<file path="src/sfrc_pkg.sv">
`timescale 1ns / 1ps
`default_nettype none
package sfrc_pkg;

  localparam int FRAME_LEN_DEF   = 10;
  localparam int QUEUE_DEPTH_DEF = 2;

  // Register indexes on the config port.
  localparam logic [1:0] REG_START = 2'd0;
  localparam logic [1:0] REG_ACK   = 2'd1;
  localparam logic [1:0] REG_NAK   = 2'd2;

  localparam logic [7:0] START_CODE_RST = 8'h02;
  localparam logic [7:0] ACK_CODE_RST   = 8'h06;
  localparam logic [7:0] NAK_CODE_RST   = 8'h15;

  // Result kinds.
  localparam logic [1:0] KIND_ACK = 2'd0;
  localparam logic [1:0] KIND_NAK = 2'd1;
  localparam logic [1:0] KIND_OK  = 2'd2;
  localparam logic [1:0] KIND_ERR = 2'd3;

  // Byte classes set by the front end.
  localparam logic [1:0] CLS_ACK   = 2'd0;
  localparam logic [1:0] CLS_NAK   = 2'd1;
  localparam logic [1:0] CLS_START = 2'd2;
  localparam logic [1:0] CLS_DATA  = 2'd3;

  localparam int PAYLOAD_W = 48;
  localparam int SUM_W     = 8;

  typedef struct packed {
    logic [1:0] cls;
    logic [7:0] data;
  } token_t;

  // Returns {valid, value} for an ASCII hex digit, either case.
  function automatic logic [4:0] hex_decode(input logic [7:0] c);
    logic [4:0] r;
    r = 5'd0;
    if (c inside {[8'h30:8'h39]}) begin
      r = {1'b1, c[3:0]};
    end else if (c inside {[8'h41:8'h46], [8'h61:8'h66]}) begin
      r = {1'b1, c[3:0] + 4'd9};
    end
    return r;
  endfunction

endpackage
`default_nettype wire

</file>
<file path="src/serial_frame_receiver_checksum.sv">
// A result is registered in the output register once the token queue has passed on the byte
//   which completes it and the output register is free.
// Throughput: one byte per cycle while m_tready is high, set by the one-token-per-cycle frame engine.
// The two-entry token queue absorbs a stalled master side for two bytes.
// Reset (rst, synchronous, active high): back to idle, queue empty, codes to 2/6/21.
`timescale 1ns / 1ps
`default_nettype none
module serial_frame_receiver_checksum #(
  parameter int FRAME_LEN   = sfrc_pkg::FRAME_LEN_DEF,
  parameter int QUEUE_DEPTH = sfrc_pkg::QUEUE_DEPTH_DEF
) (
  input  wire logic        clk,
  input  wire logic        rst,
  // Configuration writes: index 0 start code, 1 ack code, 2 nak code.
  input  wire logic        cfg_we,
  input  wire logic [1:0]  cfg_index,
  input  wire logic [7:0]  cfg_data,
  // Received bytes.
  input  wire logic        s_tvalid,
  output logic             s_tready,
  input  wire logic [7:0]  s_tdata,   // [7:0] rx_byte
  // Results.
  output logic             m_tvalid,
  input  wire logic        m_tready,
  output logic [55:0]      m_tdata,   // [47:0] payload, [55:48] sum_seen
  output logic [1:0]       m_tuser    // [1:0] kind
);
  import sfrc_pkg::*;

  token_t               front_tok;
  token_t               queue_tok;
  logic                 queue_full;
  logic                 queue_empty;
  logic                 queue_pop;
  logic                 push;
  logic [PAYLOAD_W-1:0] payload;
  logic [SUM_W-1:0]     sum_seen;

  // Take a byte whenever the queue has room; the back end drains it on its own.
  assign s_tready = !queue_full;
  assign push     = s_tvalid && s_tready;

  // Front: hold the code registers and classify each byte.
  sfrc_front u_front (
    .clk       (clk),
    .rst       (rst),
    .cfg_we    (cfg_we),
    .cfg_index (cfg_index),
    .cfg_data  (cfg_data),
    .rx_byte   (s_tdata),
    .tok       (front_tok)
  );

  // Queue the classified bytes so the input side waits on a stalled result only once the queue is full.
  sfrc_fifo #(
    .DEPTH (QUEUE_DEPTH)
  ) u_fifo (
    .clk      (clk),
    .rst      (rst),
    .push     (push),
    .push_tok (front_tok),
    .pop      (queue_pop),
    .pop_tok  (queue_tok),
    .full     (queue_full),
    .empty    (queue_empty)
  );

  // Back: run the frame state, checksum compare and the output register.
  sfrc_back #(
    .FRAME_LEN (FRAME_LEN)
  ) u_back (
    .clk         (clk),
    .rst         (rst),
    .tok_valid   (!queue_empty),
    .tok         (queue_tok),
    .tok_pop     (queue_pop),
    .out_valid   (m_tvalid),
    .out_ready   (m_tready),
    .out_kind    (m_tuser),
    .out_payload (payload),
    .out_sum     (sum_seen)
  );

  assign m_tdata = {sum_seen, payload};

endmodule
`default_nettype wire

</file>
<file path="src/sfrc_front.sv">
`timescale 1ns / 1ps
`default_nettype none
module sfrc_front (
  input  wire logic            clk,
  input  wire logic            rst,
  input  wire logic            cfg_we,
  input  wire logic [1:0]      cfg_index,
  input  wire logic [7:0]      cfg_data,
  input  wire logic [7:0]      rx_byte,
  output sfrc_pkg::token_t     tok
);
  import sfrc_pkg::*;

  logic [7:0] start_code;
  logic [7:0] ack_code;
  logic [7:0] nak_code;

  always_ff @(posedge clk) begin
    if (rst) begin
      start_code <= START_CODE_RST;
      ack_code   <= ACK_CODE_RST;
      nak_code   <= NAK_CODE_RST;
    end else if (cfg_we) begin
      case (cfg_index)
        REG_START: start_code <= cfg_data;
        REG_ACK:   ack_code   <= cfg_data;
        REG_NAK:   nak_code   <= cfg_data;
        default:   ;
      endcase
    end
  end

  // Ack wins over nak, nak over start.
  always_comb begin
    tok.data = rx_byte;
    if (rx_byte == ack_code) begin
      tok.cls = CLS_ACK;
    end else if (rx_byte == nak_code) begin
      tok.cls = CLS_NAK;
    end else if (rx_byte == start_code) begin
      tok.cls = CLS_START;
    end else begin
      tok.cls = CLS_DATA;
    end
  end

endmodule
`default_nettype wire

</file>
<file path="src/sfrc_fifo.sv">
`timescale 1ns / 1ps
`default_nettype none
module sfrc_fifo #(
  parameter int DEPTH = sfrc_pkg::QUEUE_DEPTH_DEF
) (
  input  wire logic             clk,
  input  wire logic             rst,
  input  wire logic             push,
  input  wire sfrc_pkg::token_t push_tok,
  input  wire logic             pop,
  output sfrc_pkg::token_t      pop_tok,
  output logic                  full,
  output logic                  empty
);
  import sfrc_pkg::*;

  localparam int PTR_W = (DEPTH > 1) ? $clog2(DEPTH) : 1;
  localparam int CNT_W = $clog2(DEPTH + 1);
  localparam logic [PTR_W-1:0] LAST = PTR_W'(DEPTH - 1);

  token_t           mem [DEPTH];
  logic [PTR_W-1:0] wr_ptr;
  logic [PTR_W-1:0] rd_ptr;
  logic [CNT_W-1:0] count;

  assign full    = (count == CNT_W'(DEPTH));
  assign empty   = (count == '0);
  assign pop_tok = mem[rd_ptr];

  always_ff @(posedge clk) begin
    if (push) begin
      mem[wr_ptr] <= push_tok;
    end
  end

  always_ff @(posedge clk) begin
    if (rst) begin
      wr_ptr <= '0;
      rd_ptr <= '0;
      count  <= '0;
    end else begin
      if (push) begin
        wr_ptr <= (wr_ptr == LAST) ? '0 : wr_ptr + 1'b1;
      end
      if (pop) begin
        rd_ptr <= (rd_ptr == LAST) ? '0 : rd_ptr + 1'b1;
      end
      if (push && !pop) begin
        count <= count + 1'b1;
      end else if (pop && !push) begin
        count <= count - 1'b1;
      end
    end
  end

endmodule
`default_nettype wire

</file>
<file path="src/sfrc_back.sv">
`timescale 1ns / 1ps
`default_nettype none
module sfrc_back #(
  parameter int FRAME_LEN = sfrc_pkg::FRAME_LEN_DEF
) (
  input  wire logic                          clk,
  input  wire logic                          rst,
  input  wire logic                          tok_valid,
  input  wire sfrc_pkg::token_t              tok,
  output logic                               tok_pop,
  output logic                               out_valid,
  input  wire logic                          out_ready,
  output logic [1:0]                         out_kind,
  output logic [sfrc_pkg::PAYLOAD_W-1:0]     out_payload,
  output logic [sfrc_pkg::SUM_W-1:0]         out_sum
);
  import sfrc_pkg::*;

  localparam logic [3:0] IDX_PAY_LAST = 4'(FRAME_LEN - 4);
  localparam logic [3:0] IDX_ETX      = 4'(FRAME_LEN - 3);
  localparam logic [3:0] IDX_HIGH     = 4'(FRAME_LEN - 2);

  logic                 in_frame,      in_frame_next;
  logic [3:0]           byte_index,    byte_index_next;
  logic [SUM_W-1:0]     running_sum,   running_sum_next;
  logic [PAYLOAD_W-1:0] payload_shift, payload_shift_next;
  logic [3:0]           high_digit,    high_digit_next;
  logic                 digit_bad,     digit_bad_next;

  logic                 emit;
  logic [1:0]           emit_kind;
  logic [PAYLOAD_W-1:0] emit_payload;
  logic [SUM_W-1:0]     emit_sum;
  logic [4:0]           hex;

  assign tok_pop = tok_valid && (!out_valid || out_ready);
  assign hex     = hex_decode(tok.data);

  always_comb begin
    in_frame_next      = in_frame;
    byte_index_next    = byte_index;
    running_sum_next   = running_sum;
    payload_shift_next = payload_shift;
    high_digit_next    = high_digit;
    digit_bad_next     = digit_bad;
    emit               = 1'b0;
    emit_kind          = KIND_ERR;
    emit_payload       = '0;
    emit_sum           = '0;

    case (tok.cls)
      CLS_ACK, CLS_NAK: begin
        in_frame_next      = 1'b0;
        byte_index_next    = '0;
        running_sum_next   = '0;
        payload_shift_next = '0;
        high_digit_next    = '0;
        digit_bad_next     = 1'b0;
        emit               = 1'b1;
        emit_kind          = (tok.cls == CLS_ACK) ? KIND_ACK : KIND_NAK;
      end
      CLS_START: begin
        // Abort an open frame; open a new one only from idle.
        running_sum_next   = '0;
        payload_shift_next = '0;
        high_digit_next    = '0;
        digit_bad_next     = 1'b0;
        if (in_frame) begin
          in_frame_next   = 1'b0;
          byte_index_next = '0;
          emit            = 1'b1;
          emit_sum        = running_sum;
        end else begin
          in_frame_next   = 1'b1;
          byte_index_next = 4'd1;
        end
      end
      default: begin
        if (in_frame) begin
          byte_index_next = byte_index + 4'd1;
          if (byte_index <= IDX_PAY_LAST) begin
            payload_shift_next = {payload_shift[PAYLOAD_W-9:0], tok.data};
            running_sum_next   = running_sum + tok.data;
          end else if (byte_index == IDX_ETX) begin
            running_sum_next   = running_sum + tok.data;
          end else if (byte_index == IDX_HIGH) begin
            high_digit_next    = hex[3:0];
            digit_bad_next     = !hex[4];
          end else begin
            emit     = 1'b1;
            emit_sum = running_sum;
            if (hex[4] && !digit_bad && ({high_digit, hex[3:0]} == running_sum)) begin
              emit_kind    = KIND_OK;
              emit_payload = payload_shift;
            end
            in_frame_next      = 1'b0;
            byte_index_next    = '0;
            running_sum_next   = '0;
            payload_shift_next = '0;
            high_digit_next    = '0;
            digit_bad_next     = 1'b0;
          end
        end
      end
    endcase
  end

  always_ff @(posedge clk) begin
    if (rst) begin
      in_frame      <= 1'b0;
      byte_index    <= '0;
      running_sum   <= '0;
      payload_shift <= '0;
      high_digit    <= '0;
      digit_bad     <= 1'b0;
      out_valid     <= 1'b0;
    end else begin
      if (tok_pop) begin
        in_frame      <= in_frame_next;
        byte_index    <= byte_index_next;
        running_sum   <= running_sum_next;
        payload_shift <= payload_shift_next;
        high_digit    <= high_digit_next;
        digit_bad     <= digit_bad_next;
      end
      if (tok_pop && emit) begin
        out_valid <= 1'b1;
      end else if (out_ready) begin
        out_valid <= 1'b0;
      end
    end
  end

  always_ff @(posedge clk) begin
    if (tok_pop && emit) begin
      out_kind    <= emit_kind;
      out_payload <= emit_payload;
      out_sum     <= emit_sum;
    end
  end

endmodule
`default_nettype wire

</file>
<file path="config.mk">
export PLATFORM = sky130hd
export DESIGN_NAME = serial_frame_receiver_checksum
export DESIGN_NICKNAME = d
export VERILOG_FILES = /design/src/sfrc_pkg.sv /design/src/serial_frame_receiver_checksum.sv /design/src/sfrc_front.sv /design/src/sfrc_fifo.sv /design/src/sfrc_back.sv
export SDC_FILE = /design/constraint.sdc
export NUM_CORES = 1
export LEC_CHECK = 0
export BUFFER_PORTS_ARGS = -buffer_cell sky130_fd_sc_hd__buf_2
export CAP_MARGIN = 20
export CORE_AREA = 4 4 155 97
export CTS_CLUSTER_SIZE = 8
export DETAILED_ROUTE_END_ITERATION = 8
export DIE_AREA = 0 0 159 101
export MAX_ROUTING_LAYER = met4
export PLACE_DENSITY_LB_ADDON = 0.3
export RECOVER_POWER = 50
export SYNTH_ARGS = -nofsm -noshare
export SYNTH_HDL_FRONTEND = slang
export SYNTH_SLANG_ARGS = --single-unit
</file>
<file path="constraint.sdc">
create_clock -name clk -period 5.1 [get_ports clk]
set_input_delay 0.765 -clock clk [delete_from_list [all_inputs] [get_ports clk]]
set_output_delay 0.765 -clock clk [all_outputs]
set_load 0.01 [all_outputs]
</file>
Word level (Yosys, flattened, before mapping)

Memories as Yosys holds them, arrays and structs flattened. A register that Yosys moved wholly into a read port is not among the register bits.
Index checks and enable logic that the tools add are counted.

Mux-type cells: 66
Reductions and logical operators: 36
$add $sub $neg: 7
Magnitude comparators: 7
Bitwise operators: 2
Eq/ne operators: 16

Operator list:

| cell                  | count |
|---|---|
| $mux W48              | 5 |
| $mux W8               | 10 |
| $mux W4               | 9 |
| $eq A8 B8 Y1          | 4 |
| $mux W1               | 27 |
| $ge A8 B7 Y1 const B  | 2 |
| $le A8 B7 Y1 const B  | 2 |
| $mux W2               | 8 |
| $pmux W8 S2           | 1 |
| $logic_and A1 B1 Y1   | 10 |
| $mux W5               | 2 |
| $add A8 B8 Y8         | 1 |
| $ge A8 B6 Y1 const B  | 1 |
| $le A8 B6 Y1 const B  | 1 |
| $pmux W4 S2           | 1 |
| $reduce_and A2 Y1     | 4 |
| $reduce_and A4 Y1     | 2 |
| $reduce_bool A2 Y1    | 4 |
| $reduce_or A8 Y1      | 1 |
| $logic_not A1 Y1      | 7 |
| $eq A2 B2 Y1 const B  | 3 |
| $logic_not A2 Y1      | 3 |
| $ne A3 B2 Y1 const B  | 2 |
| $add A4 B1 Y4 const B | 1 |
| other kinds (18)      | 23 |

Register bits: 153
Bits in writable memories: 20
Word-level logic and storage cells: 151
Memories kept: 1
Bits of input ports: 23

Memories:

| name       | words | bits a word | read ports | clocked after memory_dff | wr ports | line            | text |
|---|---|---|---|---|---|---|---|
| u_fifo.mem | 2     | 10          | 1          | 1                        | 1        | sfrc_fifo.sv:21 | `token_t mem [DEPTH];` |

Logic depth before layout (Yosys ltp)

Gate-level depths: netlist of run 1.

Depth in word-level cells: 13
Mapped depth: 14
Mapped depth without buffers: 11

Cells and area by module

A second synthesis of run 1 with hierarchy kept.

Cell total of the unflattened synthesis: 731
Area total of the unflattened synthesis: 7663.6 um^2

Modules (own cells, without submodules):

| module                         | instances | area each (um^2) | cells each | seq. area each (um^2) |
|---|---|---|---|---|
| sfrc_back                      | 1         | 5500.3           | 541        | 3083.0 |
| sfrc_front                     | 1         | 1223.7           | 134        | 480.5 |
| sfrc_fifo                      | 1         | 925.9            | 53         | 700.7 |
| serial_frame_receiver_checksum | 1         | 13.8             | 3          | 0.0 |

Worst setup path before layout of run 1

OpenSTA, ideal clock, no wires.

Path kind: register -> register
Start: register with a tool-made name
End: register u_back.out_kind[0], enable pin
Setup time: 0.412 ns
Path slack: 1.553 ns
Clock period less this slack: 3.547 ns
Required time: 4.688 ns
Stages on the path, launching flop included: 12
Data arrival time: 3.135 ns
Path through: dfxtp_1 buf_6 buf_2 mux2_2 ha_1 clkbuf_1 inv_1 nor2_1 o21ai_0 and2_1 nand3_1 inv_1

RTL lines:

| what                   | line             | text |
|---|---|---|
| end signal: assignment | sfrc_back.sv:136 | `out_kind <= emit_kind;` |
| end: declaration       | sfrc_back.sv:13  | `output logic [1:0] out_kind,` |

==> metrics.md, run 1 <==
| Metric | Value |
|---|---|
| Hold Crit Depth | 2 |
| Main flop type after synthesis | dfxtp_1 |
| Net Switching | ~930 uW |
| Seq/Total Area, Yosys | 0.565 |
| Post-CTS Resized | 0 |
| Post-synth top area share | 0.310 |
| First-pass GRT wire length | between 20000 and 30000 um |
| Crit Path Max Fanout | 36 |
| Setup TNS | 0 ps |
| Wire per inst | around 18 um |
| HP Start | u_back.payload_shift[43] |
| Grt ovf | 0 |
| FF-to-FF path depth | 7 |
| Hold Path End | u_back.payload_shift[43] |
| Sw Share | 0.278 |
| Global Route Usage Sum | 0.222 |
| Post-layout net count | 826 |
| Slowest cell on crit path | a21oi_2 |
| Core box area | approximately 14000 um2 |
| Vias per cell | between 5 and 6 |
| Fmax | approximately 0.24 GHz |
| Asr flop ratio synth | 0 |
| Ys Warns | 0 |
| Worst setup SP type | flop |
| DR iter-0 viols | 521 |
| Post-CTS setup repair buffer count | 0 |
| Layout Skew | roughly 8 ps |
| Rows | 33 |
| Largest net degree at the start of global routing | 62 |
| Dpl ws | between 1000 and 1500 ps |
| Logic gate share of total power | 0.139 |
| Max-capacitance violation count | 3 |
| Cell count after synthesis | 710 |
| Hold crit path type | reg -> reg |
| Count of state elements after synthesis | approximately 170 |
| Critical Path AT | 4520 ps |
| TritonCTS clock tree | built |
| Sequential share of power | 0.468 |
| Fin util | 0.636 |
| Outcome | finished with violations |
| First drt pass iteration count | 5 |
| CP endpoint kind | flop |
| Number of synthesized flops with an enable pin | between 70 and 80 |
| Worst R2R End | u_back.payload_shift[33] |
| DRT antenna net count | 0 |
| Worst EP required | 5440 ps |
| CP cell instances | mux2_1, ha_1, inv_1, o21ai_0, a21oi_2, nand3_1, a21oi_1 |
| Initial antenna violation count | 0 |
| Synth Net Count | about 750 |
| Chip height | 101 um |
| Die X | roughly 160 um |
| Top cells by area, synth | edfxtp_1, dfxtp_1, and2_1 |
| Slew HR | -0.380 |
| Endpoints failing setup | 0 |
| Routability cong. | approximately 0.9 |
| Die area | 16100 um2 |
| Bufs on Longest Clock Path | 2 |
| IO Port Bufs | 82 |
| Post-Route WL | 17200 um |
| Max-slew violation count | 123 |
| Vias in the first global route | about 5200 |
| Synth unique cells | 59 |
| Num CTS Buffers | 17 |
| Clk root buf | clkbuf_16 |
| Fillers | between 1000 and 1500 |
| Layout cell share with drive strength beyond 1 | 0.0852 |
| CTS clock-pin slew for the worst setup and hold paths | 70 ps |
| R2r setup slk | slightly above 900 ps |
| Area Growth Syn to Fin | 13.8% |
| Most common cell after layout, fill and taps aside | dfxtp_1 |
| Max stage delay on crit path | 1320 ps |
| Clock power share | 0.393 |
| Cts hold-fix bufs | 0 |
| Ports | slightly above 80 |
| Tcrit/Tclk final | 0.819 |
| Insertion delay of the later-clocked pin in the worst-skew pair | approximately 430 ps |
| Sink Count | around 170 |
| Internal | ~2.4 mW |
| Most frequent cells in the layout | dfxtp_1, edfxtp_1, clkbuf_1, nand2_1, nor2_1 |
| CP Class | reg -> reg |
| Final hold violation count | 0 |
| CTS H-tree depth | 4 |
| Post-Syn Area | between 7000 and 8000 um2 |
| Failing checks | capacitance limit, slew limit |
| Detailed placer's ending HPWL | between 10000 and 15000 um |
| Final Worst Setup Slack | 922 ps |
| RSZ-0062 raised after global routing | false |
| Worst-margin pin slew | roughly 2100 ps |
| Via count | 5524 |
| # DRC | 0 |
| Maximum vdd drop | between 200 and 250 uV |
| PD cells | ~390 nW/um2 |
| Largest area contributor in the netlist | edfxtp_1 |
| Final Critical Period | approximately 4200 ps |
| Leak Pwr | about 3.2 nW |
| Initial Utilization | 0.559 |
| Syn Area/Cell | 10.6 um2 |
metal layers:
metal	global-route usage	part of all wire	routed length [um]
met3	0.0609	0.079	1360
met2	0.302	0.41	7120
met1	0.330	0.50	8500
met5	-	0	0
met4	0.0480	0.011	189
power groups by stage:
stage | clock, mW | combinational (mW) | sequential [mW]
final | 1.32 | 0.466 | 1.57
after global routing | 1.39 | 0.517 | 1.57
after CTS | 1.33 | 0.464 | 1.56
after detailed placement | 0 | 0.459 | 1.59
after global placement | 0 | 0.452 | 1.59
after floorplan | 0 | 0.376 | 1.56
Yosys cell counts, types with 2 or more instances:
cell	n
nor4b_1	2
o22ai_1	2
a32oi_1	2
a22oi_1	11
dfxtp_1	96
and2_1	59
o31ai_1	4
clkbuf_1	22
buf_1	7
nand4_1	4
nor3_1	6
buf_6	4
ha_1	17
xor2_1	23
inv_1	15
o21ai_0	14
mux2i_1	26
o21a_1	2
nand2b_1	7
a21oi_1	60
a21o_1	4
mux2_2	5
a211o_1	7
edfxtp_1	78
nand2_1	65
nor4_1	5
nand3_1	49
nor2_1	64
xnor2_1	16
clkbuf_2	2
nand3b_1	4
cell families after synthesis:
family / after synthesis / synth area share
compound gates: 119 / 0.101
xor+xnor: 39 / 0.0453
fa+ha+maj: 18 / 0.0308
buf+inv: 52 / 0.0303
flops: 174 / 0.565
mux: 32 / 0.0449
simple gates: 276 / 0.183
worst max path at each step:
stage | end | slack, ps | cells after the start
floorplan | u_back.out_kind[0] | 1550 | 11
global placement | u_back.out_payload[8] | 1270 | 11
detailed placement | u_back.out_payload[45] | 1050 | 11
CTS | u_back.out_payload[45] | 1030 | 11
global route | u_back.payload_shift[33] | 630 | 7
finish | u_back.payload_shift[33] | 920 | 7
worst max-delay path, delay by kind of cell, from the launching register on:
| family | cells | cell delay [ps] |
|---|---|---|
| adder cells (fa/ha/maj) | 1 | 350 |
| multiplexers | 1 | 460 |
| buffers and inverters | 1 | 130 |
| flip-flops | 1 | 810 |
| AND/OR/NAND/NOR | 1 | 420 |
| AO/OA/AOI/OAI | 3 | 1900 |
area by class of cell:
| class | count | area [um2] | area share |
|---|---|---|---|
| clock buffers | 17 | 425 | 0.0495 |
| repair buffers | 92 | 388 | 0.0452 |
| inverters | 16 | 60.1 | 0.00699 |
| flip-flops and latches | 174 | 4260 | 0.497 |
| diodes | 1 | 2.50 | 0.000291 |
| well taps | 175 | 219 | 0.0255 |
| multi-input cells | 484 | 3060 | 0.356 |
| clock inverters | 15 | 173 | 0.0201 |
flip-flops by register name, indices dropped and copies added (netlist names), 2 cells and up, named ones only:
register and count:
u_front.ack_code 8, u_back.payload_shift 48, u_back.byte_index 4, u_back.high_digit 4, u_back.running_sum 8, u_back.out_sum 8
u_front.start_code 8, u_back.out_kind 2, u_fifo.mem 20, u_front.nak_code 8, u_fifo.count 2, u_back.out_payload 48
per-stage QoR:
stage	cell area (um2)	power, mW	cells	hold slack [ps]
after global placement	8080	2.04	939	433
after floorplan	7550	1.94	710	427
after global routing	8590	3.48	973	477
after detailed placement	8080	2.05	939	447
final	8590	3.35	974	453
after CTS	8680	3.35	971	456
Power figures use the tool's default switching activity.
==> run 2: changes to the inputs <==
--- a/config.mk
+++ b/config.mk
@@ -7,10 +7,10 @@
 export LEC_CHECK = 0
 export BUFFER_PORTS_ARGS = -buffer_cell sky130_fd_sc_hd__buf_2
 export CAP_MARGIN = 20
-export CORE_AREA = 4 4 155 97
+export CORE_AREA = 4 4 160 100
 export CTS_CLUSTER_SIZE = 8
 export DETAILED_ROUTE_END_ITERATION = 8
-export DIE_AREA = 0 0 159 101
+export DIE_AREA = 0 0 164 104
 export MAX_ROUTING_LAYER = met4
 export PLACE_DENSITY_LB_ADDON = 0.3
 export RECOVER_POWER = 50
==> constraint.sdc (replaced) <==
create_clock -name clk -period 3.78 [get_ports clk]
set_input_delay 0.567 -clock clk [delete_from_list [all_inputs] [get_ports clk]]
set_output_delay 0.567 -clock clk [all_outputs]
set_load 0.01 [all_outputs]
==> metrics.md, run 2 (synthesis results as in run 1) <==
| Metric | Value |
|---|---|
| Outcome | finished with violations |
| Failing checks | capacitance limit, slew limit |
| Crit Path Max Fanout | 48 (+33%) |
| Grt ovf | 0 (unchanged) |
| DP Cell Count | 967 (+3.0%) |
| Cell Count, Final, Fillers Out | 1000 (+2.7%) |
| CP delay by family, top | compound AO/OA/AOI/OAI gates |
| Via count | 5457 (-1.2%) |
| DR iter-0 viols | 435 (-17%) |
| Critical Path AT | 3660 ps (-860 ps) |
| Chip height | 104 um (+3.0%) |
| Bufs on Longest Clock Path | 2 (unchanged) |
| Most frequent cells in the layout | dfxtp_1, edfxtp_1, clkbuf_1, nand2_1, nor2_1 |
| R2r setup slk | 410 ps (-510 ps) |
| Worst-margin pin slew | 2270 ps (+201 ps) |
| FF-to-FF path depth | 10 (+3) |
| Leak Pwr | 3.20 nW (+1.2%) |
| Routability cong. | 0.956 (+6.3%) |
| Worst EP required | 4070 ps (-1370 ps) |
| Initial antenna violation count | 0 (unchanged) |
| RSZ-0062 raised after global routing | false |
| CP Class | reg -> reg |
| Hold Crit Depth | 2 (unchanged) |
| Setup TNS | 0 ps (unchanged) |
| Initial Utilization | 0.525 (-0.0341) |
| Fillers | 1216 (+11%) |
| Crit path buffers/inverters | 1 (unchanged) |
| # DRC | 0 (unchanged) |
| Slew HR | -0.514 (-0.134) |
| Largest net degree at the start of global routing | 51 (-18%) |
| Post-layout net count | 829 (+0.36%) |
| Sink Count | 174 (unchanged) |
| Vias in the first global route | 5153 (-0.12%) |
| Cts hold-fix bufs | 0 (unchanged) |
| Top Registers | u_back.out_payload (48), u_back.payload_shift (48), u_fifo.mem (20) |
| Vias per cell | 5.46 (-3.8%) |
| First drt pass iteration count | 5 (unchanged) |
| Tcrit/Tclk final | 0.891 (+0.0714) |
| Die X | 164 um (+3.1%) |
| Sequential Area | 4260 um2 (unchanged) |
| Fmax | 0.297 GHz (+24%) |
| CP endpoint kind | flop |
| Worst setup SP type | flop |
| First-pass GRT wire length | 27500 um (+0.53%) |
| Post-DP Area | 8160 um2 (+0.98%) |
| Max-slew violation count | 51 (-59%) |
| Final instance area | 8670 um2 (+0.92%) |
| Clk root buf | clkbuf_16 |
| PD cells | 521 nW/um2 (+34%) |
| TritonCTS clock tree | built |
| Layout cell share with drive strength beyond 1 | 0.0936 (+0.00842) |
| CP cell instances | mux2i_1, ha_1, o21ai_2, a2bb2o_4, and3_4, nor4_4, o2111ai_1, a2111oi_4, buf_4, and2_1 |
| Insertion delay of the later-clocked pin in the worst-skew pair | 430 ps (about the same) |
| Detailed placer's ending HPWL | 12000 um (-0.13%) |
| Core box area | 14400 um2 (+6.5%) |
| Power consumption | 4.52 mW (+35%) |
| Post-Route WL | 17100 um (-0.41%) |
| Final Critical Period | 3370 ps (-811 ps) |
| Worst R2R End | u_back.out_payload[4] |
| Multi-input gate area | 3070 um2 (+0.45%) |
| CTS clock-pin slew for the worst setup and hold paths | 70 ps (about the same) |
| Hold crit path type | in -> reg |
| Max stage delay on crit path | 460 ps (-860 ps) |
| Hold Path End | u_front.start_code[1] |
| Final hold violation count | 0 (unchanged) |
| Maximum vdd drop | 299 uV (+21%) |
| Rows | 34 (+3.0%) |
| Wire per inst | 17.1 um (-3.0%) |
| Num CTS Buffers | 17 (unchanged) |
| CTS H-tree depth | 4 (unchanged) |
| Layout Skew | 11.1 ps (+3.06 ps) |
| Global Route Usage Sum | 0.210 (-0.0119) |
| Slowest cell on crit path | dfxtp_1 |
| HP Start | cfg_data[1] |
| Area Growth Syn to Fin | 14.9% |
| IO Port Bufs | 82 (unchanged) |
| Die area | 17100 um2 (+6.2%) |
| Most common cell after layout, fill and taps aside | dfxtp_1 |
| DRT antenna net count | 0 (unchanged) |
| Ports | 83 (unchanged) |
| Max-capacitance violation count | 1 (-2) |
| Endpoints failing setup | 0 (unchanged) |
## run 2: stage by stage
stage	setup WS [ps]	util	hold WS, ps
floorplan	233	-	427
global placement	562	0.567	434
detailed placement	366	0.567	439
CTS	345	0.608	348
global route	120	0.603	370
finish	414	0.603	365
## run 2: worst max path at each step
stage	start	endpoint	cells after the start
2_1_floorplan	flop	u_back.out_kind[0]	11
3_3_place_gp	flop	u_back.out_payload[24]	10
3_5_place_dp	flop	u_back.out_payload[33]	10
4_1_cts	flop	u_back.out_payload[33]	10
5_1_grt	flop	u_back.out_payload[4]	10
6_report	flop	u_back.out_payload[4]	10
## run 2: per-layer routing
layer  vias to the layer above  wire length, um  GRT usage
met1                      2613             8840      0.324
met3                        14             1250     0.0547
met4                         0              148     0.0497
met5                         -                0          -
li1                       2658                -          -
met2                       172             6860      0.272
## run 2: where the power goes
part | switching [mW] | leakage, nW | total, mW | internal, mW
sequential | 0.0613 | 1.56 | 2.09 | 2.03
clock | 0.816 | 0.294 | 1.76 | 0.945
combinational | 0.419 | 1.35 | 0.667 | 0.248
## run 2: area by class of cell
type | count | share of cell area
Timing Repair Buffer | 95 | 0.0497
Inverter | 16 | 0.00693
Clock buffer | 17 | 0.0491
Clock inverter | 15 | 0.0192
Antenna cell | 1 | 0.000289
Tap cell | 198 | 0.0286
Sequential cell | 174 | 0.492
Multi-Input combinational cell | 484 | 0.354
## run 2: what timing repair did
action,in CTS,in global routing
gates resized for setup,0,1
endpoints found under the setup margin,0,3
buffers inserted,0,0
hold endpoints to repair,0,0
